===== config.mk =====
export PLATFORM = sky130hd
export DESIGN_NAME = cor_isqrt
export DESIGN_NICKNAME = d
export VERILOG_FILES = /design/src/hw/rtl/cor_isqrt.sv
export SDC_FILE = /design/constraint.sdc
export NUM_CORES = 2
export LEC_CHECK = 0
export BUFFER_PORTS_ARGS = -buffer_cell sky130_fd_sc_hd__buf_2
export CORE_MARGIN = 2
export CORE_UTILIZATION = 44
export CTS_CLUSTER_DIAMETER = 150
export CTS_CLUSTER_SIZE = 40
export DETAILED_ROUTE_END_ITERATION = 7
export GPL_ROUTABILITY_DRIVEN = 1
export PLACE_DENSITY = 0.57
export REMOVE_ABC_BUFFERS = 1
export SLEW_MARGIN = 20
export SYNTH_ARGS = -nofsm -noshare
export SYNTH_HDL_FRONTEND = slang
export SYNTH_SLANG_ARGS = --single-unit

===== constraint.sdc =====
create_clock -name clk -period 3.47 [get_ports clk]
set_clock_uncertainty 0.15 [all_clocks]
set_input_delay 0 -clock clk [delete_from_list [all_inputs] [get_ports clk]]
set_output_delay 0 -clock clk [all_outputs]
set_load 0.01 [all_outputs]

===== src/hw/rtl/cor_isqrt.sv =====
module cor_isqrt #(
	parameter int RW = 44,
	parameter int SW = 8
) (
	input  logic            clk,
	input  logic            arst_n,
	input  logic            en,
	input  logic            in_valid,
	input  logic [RW-1:0]   radicand,
	input  logic [SW-1:0]   in_side,
	output logic            out_valid,
	output logic [RW/2-1:0] root,
	output logic [SW-1:0]   out_side
);

	localparam int N = RW / 2;

	logic [N+1:0]  rem_s  [N];
	logic [N-1:0]  root_s [N];
	logic [RW-1:0] rad_s  [N];
	logic [SW-1:0] side_s [N];
	logic          vld_s  [N];

	// one result bit per stage
	for (genvar i = 0; i < N; i++) begin : g_stage
		logic [N+1:0]  rem_c;
		logic [N-1:0]  root_c;
		logic [RW-1:0] rad_c;
		logic [SW-1:0] side_c;
		logic          vld_c;
		logic [N+1:0]  nrem;
		logic [N+1:0]  trial;

		if (i == 0) begin : g_first
			assign rem_c  = '0;
			assign root_c = '0;
			assign rad_c  = radicand;
			assign side_c = in_side;
			assign vld_c  = in_valid;
		end else begin : g_next
			assign rem_c  = rem_s[i-1];
			assign root_c = root_s[i-1];
			assign rad_c  = rad_s[i-1];
			assign side_c = side_s[i-1];
			assign vld_c  = vld_s[i-1];
		end

		assign nrem  = {rem_c[N-1:0], rad_c[RW-1 -: 2]};
		assign trial = {root_c, 2'b01};

		always_ff @(posedge clk or negedge arst_n) begin
			if (!arst_n) begin
				vld_s[i] <= 1'b0;
			end else if (en) begin
				vld_s[i] <= vld_c;
			end
		end

		always_ff @(posedge clk) begin
			if (en) begin
				if (nrem >= trial) begin
					rem_s[i]  <= nrem - trial;
					root_s[i] <= {root_c[N-2:0], 1'b1};
				end else begin
					rem_s[i]  <= nrem;
					root_s[i] <= {root_c[N-2:0], 1'b0};
				end
				rad_s[i]  <= rad_c << 2;
				side_s[i] <= side_c;
			end
		end
	end

	assign out_valid = vld_s[N-1];
	assign root      = root_s[N-1];
	assign out_side  = side_s[N-1];

endmodule


==> out/results.txt <==
total of max-cap violations: 0
predominant post-synthesis flop cell: edfxtp_1
initial core utilization: 0.443
top-count cell post-synth: edfxtp_1
buffers and inverters on the worst path: 1
CTS H-tree lvls: 2
met3 routed WL: 3.77 mm
ANT nets after route: 0
Design Area, Final: 65300 µm²
maximum clock path buffer count: 3
max_slew headroom: 0.408
Clock Latency Late Sink: 0.68 ns
Hold Fails Final Rpt: 0
fin cells: 6372
worst slew pin tran: 0.888 ns
row count: 135
CTS tree: yes
Worst EP required: 3.76 ns
via count: 33058
top cells by count, synth: edfxtp_1, inv_1, ha_1
worst vdd ir: 475 µV
layout cell share with drive strength beyond 1: 0.0786
crit end category: flip-flop
Top Metal Used: met4
placed standard-cell area: 63000 µm²
drt wl/cell: 16.8 µm
largest net degree at the start of global routing: 171
Die X: 373 µm
fmax: 299 MHz
CP max-delay cell: edfxtp_1
post-synth top area share: 0.664
1st-iter DRT viols: 2532
Avg Synthesized Cell Area: 13.8 µm²
first-pass GRT wire length: 173 mm
Post-synth ARST share: 0.0163
top cells by area, synth: edfxtp_1, ha_1, xnor2_1
Yosys reg bits: 1347
Worst Path Arrival: 3.64 ns
final total power: 35.7 mW
Hold WC Path Type: in2reg
Pwr Density: 546 nW/µm²
n_diodes: 0
final WL: 107 mm
number of nets in the layout: 4900
status: complete, no violations
crit-path leading delay family: compound AO/OA/AOI/OAI gates
critical path launch point type: flip-flop
Final Wtd Congestion: 0.857
Synth cell types: 82
Post-synth EDFFs: 1324
CP peak stage delay: 0.43 ns
first-pass detailed-route iteration total: 6
count of warnings emitted by yosys: 0
Die Height: 373 µm
Clock transition at path regs: 0.14 ns
total core area: 135000 µm²
gr usage total: 0.153
Netlist Area Pre-Place: 59900 µm²
met1 WL: 52.3 mm
Top-Level Pins: 87
CP cell instances: ha_1 > nor2b_1 > o31a_1 > o41a_1 > o211ai_1 > a21oi_1 > nor2b_1 > buf_12 > mux2_2
area grow syn2layout: 9.08%
die area: 139000 µm²
antenna violations before repair: 5
leading area contributor after synthesis: edfxtp_1
Residual DRC: 0
Post-Place Cells: 6193
CTS Buf Count: 40
most frequent CP cell: nor2b_1
Clock Root Buffer: clkbuf_16
WS Path Type: reg2reg
Total Neg Setup Slack: 0 ns
Setup Buffers After CTS: 0
sequential-to-total area share from yosys stat: 0.674
routed length on met2: 49.3 mm
leakage: 24.2 nW
Final period util: 0.964
# clock sinks: 1347
global route overflow: 0
vias in the first global route: 32119
Setup-failing EPs final: 0
Buffers on Ports: 86
post-DP HPWL: 76.2 mm
final slew viol count: 0
Gate Count Post-Synth: 4342
number of vias per cell: 5.19
crit-path max FO: 20
Tmin final: 3.35 ns
-- worst paths after layout --
path / startpoint / to / slack [ns] / depth (start not counted)
max in group asynchronous: arst_n / g_stage[13].vld_c / 2.53 / 4
hold / removal: en / rem_s[1][45] / 0.19 / 2
min in group asynchronous: arst_n / g_stage[1].vld_c / 0.30 / 4
hold reg to reg: rad_s[1][17] / rad_s[1][61] / 0.27 / 0
setup reg to reg: rem_s[3][72] / rem_s[4][6] / 0.12 / 9
setup / recovery: rem_s[3][72] / rem_s[4][6] / 0.12 / 9
-- cells in the final DEF, fill, tap and decap left out, types with 61 or more instances in the layout --
cell type,n
inv_1,342
mux2_2,85
xor2_1,162
xnor2_1,176
buf_4,71
ha_1,277
nor2_1,236
a21o_1,76
nand2_1,252
dlygate4sd3_1,112
o21ai_0,208
a21oi_1,218
buf_2,86
nand3_1,61
o21a_1,74
nor3_1,97
edfxtp_1,1324
-- area by class of cell --
class / instances / area [µm²]
clock inverters: 9 / 140
clock buffers: 57 / 1060
repair buffers: 281 / 2330
multi-input cells: 2555 / 17900
flip-flops and latches: 1347 / 40300
fillers: 11795 / 70000
inverters: 342 / 1280
well taps: 1781 / 2230
-- power by group --
group	total (mW)	internal (mW)	switching, mW
clock	6.95	2.33	4.62
sequential	21.3	20.2	1.05
combinational	7.49	3.32	4.16
-- kinds of logic (layout without fill, tap and decap cells) --
family	after synthesis	in the layout	synth area share
DFF	1347	1347	0.674
and+or+nand+nor	1024	1024	0.0869
AOI/OAI and AO/OA	820	820	0.0865
buffers and inverters	440	689	0.0278
xor gates and xnor gates	338	338	0.0494
adders and majority gates	277	277	0.0579
muxes	96	96	0.0178
-- routing by layer --
| layer | global-route usage | vias to the layer above |
|---|---|---|
| met1 | 0.224 | 16029 |
| met3 | 0.0178 | 75 |
| met4 | 0.0268 | 0 |
| met5 | 0 | - |
| li1 | - | 16534 |
| met2 | 0.247 | 420 |
-- sequential cells by signal, indices dropped and copies added, names as in the netlist --
register / count
rad_s: 462
g_stage.vld_c: 21
side_s: 176
rem_s: 434
root_s: 253
out_valid: 1
-- per-stage QoR --
stage	util	hold slack (ns)	setup slack (ns)
after CTS	0.482	0.117	0.155
after global placement	0.465	-0.160	0.248
after global routing	0.483	0.139	-0.0253
final	0.483	0.194	0.125
after detailed placement	0.465	-0.151	0.175
after floorplan	-	-0.446	-1.21
-- repair_timing --
| action | 4_1_cts | 5_1_grt |
|---|---|---|
| endpoints found under the setup margin | 0 | 4 |
| resized for setup | 0 | 4 |
| hold endpoints to repair | 458 | 22 |
| hold buffers | 112 | 1 |
No activity file was read; power rests on OpenSTA's default activity.
