==> config.mk <==
export PLATFORM = sky130hd
export DESIGN_NAME = cor_div
export DESIGN_NICKNAME = d
export VERILOG_FILES = /design/src/hw/rtl/cor_div.sv
export SDC_FILE = /design/constraint.sdc
export NUM_CORES = 2
export LEC_CHECK = 0
export BUFFER_PORTS_ARGS = -buffer_cell sky130_fd_sc_hd__buf_2
export CAP_MARGIN = 5
export CORE_UTILIZATION = 60
export CTS_CLUSTER_SIZE = 12
export DETAILED_ROUTE_END_ITERATION = 10
export HOLD_SLACK_MARGIN = 0.05
export PLACE_DENSITY = 0.81
export SLEW_MARGIN = 40
export SYNTH_ARGS = -nofsm -noshare
export SYNTH_HDL_FRONTEND = slang
export SYNTH_SLANG_ARGS = --single-unit
==> constraint.sdc <==
create_clock -name clk -period 4.3 [get_ports clk]
set_clock_uncertainty 0.05 [all_clocks]
set_input_delay 0.645 -clock clk [delete_from_list [all_inputs] [get_ports clk]]
set_output_delay 0.645 -clock clk [all_outputs]
set_load 0.01 [all_outputs]
==> src/hw/rtl/cor_div.sv <==
module cor_div #(
	parameter int NW = 35,
	parameter int DW = 23,
	parameter int Q  = 13,
	parameter int SW = 8
) (
	input  logic          clk,
	input  logic          arst_n,
	input  logic          en,
	input  logic          in_valid,
	input  logic [NW-1:0] num_a,
	input  logic [NW-1:0] num_b,
	input  logic [DW-1:0] den,
	input  logic [SW-1:0] in_side,
	output logic          out_valid,
	output logic [Q-1:0]  quo_a,
	output logic [Q-1:0]  quo_b,
	output logic [SW-1:0] out_side
);

	logic [NW-1:0] na_s  [Q];
	logic [NW-1:0] nb_s  [Q];
	logic [Q-1:0]  qa_s  [Q];
	logic [Q-1:0]  qb_s  [Q];
	logic [DW-1:0] den_s [Q];
	logic [SW-1:0] side_s[Q];
	logic          vld_s [Q];

	// restoring division, one quotient bit per stage, msb first
	for (genvar k = 0; k < Q; k++) begin : g_stage
		logic [NW-1:0] na_c;
		logic [NW-1:0] nb_c;
		logic [Q-1:0]  qa_c;
		logic [Q-1:0]  qb_c;
		logic [DW-1:0] den_c;
		logic [SW-1:0] side_c;
		logic          vld_c;
		logic [NW-1:0] dsh;
		logic          a_ge;
		logic          b_ge;

		if (k == 0) begin : g_first
			assign na_c   = num_a;
			assign nb_c   = num_b;
			assign qa_c   = '0;
			assign qb_c   = '0;
			assign den_c  = den;
			assign side_c = in_side;
			assign vld_c  = in_valid;
		end else begin : g_next
			assign na_c   = na_s[k-1];
			assign nb_c   = nb_s[k-1];
			assign qa_c   = qa_s[k-1];
			assign qb_c   = qb_s[k-1];
			assign den_c  = den_s[k-1];
			assign side_c = side_s[k-1];
			assign vld_c  = vld_s[k-1];
		end

		assign dsh  = NW'(den_c) << (Q - 1 - k);
		assign a_ge = na_c >= dsh;
		assign b_ge = nb_c >= dsh;

		always_ff @(posedge clk or negedge arst_n) begin
			if (!arst_n) begin
				vld_s[k] <= 1'b0;
			end else if (en) begin
				vld_s[k] <= vld_c;
			end
		end

		always_ff @(posedge clk) begin
			if (en) begin
				na_s[k]   <= a_ge ? na_c - dsh : na_c;
				nb_s[k]   <= b_ge ? nb_c - dsh : nb_c;
				qa_s[k]   <= {qa_c[Q-2:0], a_ge};
				qb_s[k]   <= {qb_c[Q-2:0], b_ge};
				den_s[k]  <= den_c;
				side_s[k] <= side_c;
			end
		end
	end

	assign out_valid = vld_s[Q-1];
	assign quo_a     = qa_s[Q-1];
	assign quo_b     = qb_s[Q-1];
	assign out_side  = side_s[Q-1];

endmodule

==> results.json <==
{
  "avgSynthCellArea_um2": 11.2,
  "mostFrequentLayoutCells": "edfxtp_1, ha_1, a21oi_1",
  "intPower_w": 0.0383,
  "grt_pass1_vias": 58900,
  "drtIter0Drc": 3914,
  "seq_power_share_pct": 37.0,
  "finalPower_w": 0.0606,
  "synth_cell_types": 97,
  "numCtsBuffers": 155,
  "grt_pass1_wl_um": 332000,
  "powerDensity_nw_per_um2": 672,
  "ys_seq_elements": 1415,
  "wirelength_um": 219000,
  "layout_commonest_cell": "edfxtp_1",
  "max-clock-path-buffers": 3,
  "critPathSlowestCell": "or4_4",
  "track_usage_pct": 32.3,
  "maxCapViolCount": 0,
  "worst_skew_pair.late_latency_ns": 0.81,
  "finish.utilization_pct": 68.2,
  "period_needed_ns": 4.15,
  "io_buffers": 139,
  "use_met3_pct": 3.75,
  "avgViaCountPerCell": 6.08,
  "place_congestion": 1.02,
  "cp.required_ns": 4.79,
  "cp-start-kind": "flop",
  "synth_area_leaders": "edfxtp_1, ha_1, a21oi_1, xnor2_1, o21ai_0",
  "path_cells": "inv_1, ha_1, nor2b_1, o31a_1, o21ai_2, o211ai_1, and3_1, o21a_1, o21a_1, or4_4, mux2_4",
  "p_leak_nw": 35.6,
  "fp.dieH_um": 368,
  "clk_pin_slew_ns": 0.07,
  "dp.cells": 9083,
  "critPathArrivalTime_ns": 4.64,
  "crit_path_end_kind": "flop",
  "antenna_found_initial": 1,
  "vdd_drop_max_uv": 437,
  "initial_core_util_pct": 60.8,
  "fin_cells": 9404,
  "grt.busiest_layer": "met2",
  "setup_viol": 0,
  "multi_input_area_um2": 35600,
  "rsz0062_at_grt": "no",
  "drt_pass1_iterations": 7,
  "async_reset_ff_share_pct": 0.919,
  "p_sw_share_pct": 36.8,
  "yosysTopAreaCell": "edfxtp_1",
  "setup-tns-final_ns": 0,
  "comb_power_share_pct": 41.3,
  "crit_type": "flop to flop",
  "drive_gt1_share_pct": 10.0,
  "dieArea_um2": 135000,
  "power_frac_clock_pct": 21.7,
  "final_antenna_net_count": 0,
  "synth_edf_count": 1402,
  "clock-sinks": 1415,
  "cts_tree": "done",
  "worst_slew_pin_slew_ns": 0.882,
  "syn_inst": 7156,
  "via_count": 57100,
  "cts_htree_levels": 4,
  "die_x_um": 368,
  "hpwl_um": 171000,
  "p_sw_w": 0.0223,
  "status": "completed",
  "synth_flop_cell": "edfxtp_1",
  "hold_violations": 0,
  "max_stage_delay_ns": 0.79,
  "timing.fmax_mhz": 241,
  "n_fill_cell": 9573,
  "io_pins": 140,
  "drc": 0,
  "num_rows": 133,
  "cp_common_cell": "o21a_1",
  "final-seq-area_um2": 42400,
  "cts_root_buffer": "clkbuf_16",
  "syn-num-nets": 7883,
  "layout_worst_path_cycle_share_pct": 96.5,
  "slew_viol_final": 0,
  "synth_top_area_share_pct": 52.4,
  "seq_area_frac_synth_pct": 52.8,
  "grt_max_degree": 98,
  "globalRouteMet1Util_pct": 29.5,
  "ys_warn_count": 0,
  "coreArea_um2": 132000,
  "grt-ovfl-total": 0,
  "syn_area_um2": 80400,
  "met2_usage_pct": 63.1,
  "syn_to_final_growth_pct": 12.2,
  "hold_path.class": "input port to flop",
  "final_nets": 8269,
  "path_max_fanout": 42,
  "relSlewSlack_pct": 40.7,
  "diodes": 0,
  "wl_per_cell_um": 23.3
}
logic make-up (layout without fill, tap and decap cells):
logic type               Yosys count  after routing  share of synthesized area (%)
AND/OR/NAND/NOR                 1884           1884                           11.5
AO/OA/AOI/OAI                   1900           1900                           14.6
adder cells (fa/ha/maj)          622            622                           9.91
buffers and inverters            626           1119                           3.04
multiplexers                     142            142                           2.00
flip-flops                      1415           1415                           52.8
XOR/XNOR                         567            567                           6.18
power groups by stage:
stage                     Sequential (W)  Clock [W]  Combinational, W
after floorplan                   0.0216          0            0.0179
after global placement            0.0225          0            0.0240
after detailed placement          0.0226          0            0.0245
after CTS                         0.0224     0.0133            0.0247
after global routing              0.0227     0.0138            0.0274
final                             0.0224     0.0132            0.0250
metrics by stage:
step,setup slack [ns],cell area (µm²),hold slack (ns)
floorplan,0.938,80400,0.299
global placement,0.158,84500,0.350
detailed placement,0.133,84500,0.355
CTS,0.00699,90100,0.0576
global route,0.0103,90200,0.0701
finish,0.152,90200,0.105
layout make-up:
type                       instances  area share (%)
clock buffer                     186            4.47
timing repair buffer             388            3.45
multi-input combinational       5115            39.5
sequential                      1415            47.1
inverter                         467            1.94
tap                             1755            2.44
clock inverter                    78            1.11
path summary, 6_finish.rpt:
kind                        startpoint           endpoint  slack (ns)  depth (start not counted)
max                        den_s[5][1]        nb_s[3][18]        0.15                         11
min                          num_b[11]        nb_s[0][11]        0.10                          1
max reg2reg                den_s[5][1]        nb_s[3][18]        0.15                         11
min reg2reg                qa_s[0][80]        qa_s[0][94]        0.36                          0
max in group asynchronous       arst_n   g_stage[5].vld_c        3.75                          2
min in group asynchronous       arst_n  g_stage[12].vld_c        0.21                          2
critical path, delay by kind of cell (launching register included):
family          cells  cell delay (ns)
buf+inv             1             0.11
mux                 1             0.38
flops               1             0.49
compound gates      5             1.20
simple gates        3             1.29
fa+ha+maj           1             0.33
state kept, by name (all words and copies together), names as in the netlist:
name,cells
qa_s,91
out_valid,1
side_s,104
den_s,276
nb_s,420
g_stage.vld_c,12
qb_s,91
na_s,420
what timing repair did:
item | in CTS | in global routing
buffers inserted | 0 | 2
hold buffers | 55 | 0
hold endpoints to repair | 67 | 0
endpoints found under the setup margin | 0 | 34
resized for setup | 0 | 4
per-layer routing:
metal / up-vias / wire length [µm]
met5: - / 0
met2: 1814 / 120000
met4: 0 / 19900
met3: 670 / 7640
met1: 27300 / 71500
li1: 27400 / -
Yosys cell counts, types with 41 or more instances:
library cell / count
a31oi_1: 41
nor2_1: 483
ha_1: 598
nand3_1: 128
clkbuf_1: 109
inv_1: 465
nor4_1: 76
nand2b_1: 105
nand4_1: 83
edfxtp_1: 1402
and3_1: 45
mux2_2: 125
o21a_1: 84
a21oi_1: 596
nor3_1: 120
nor2b_1: 85
a21o_1: 250
xnor2_1: 311
nand2_1: 544
o21bai_1: 53
o21ai_0: 523
xor2_1: 256
(Power assumes the default switching activity.)
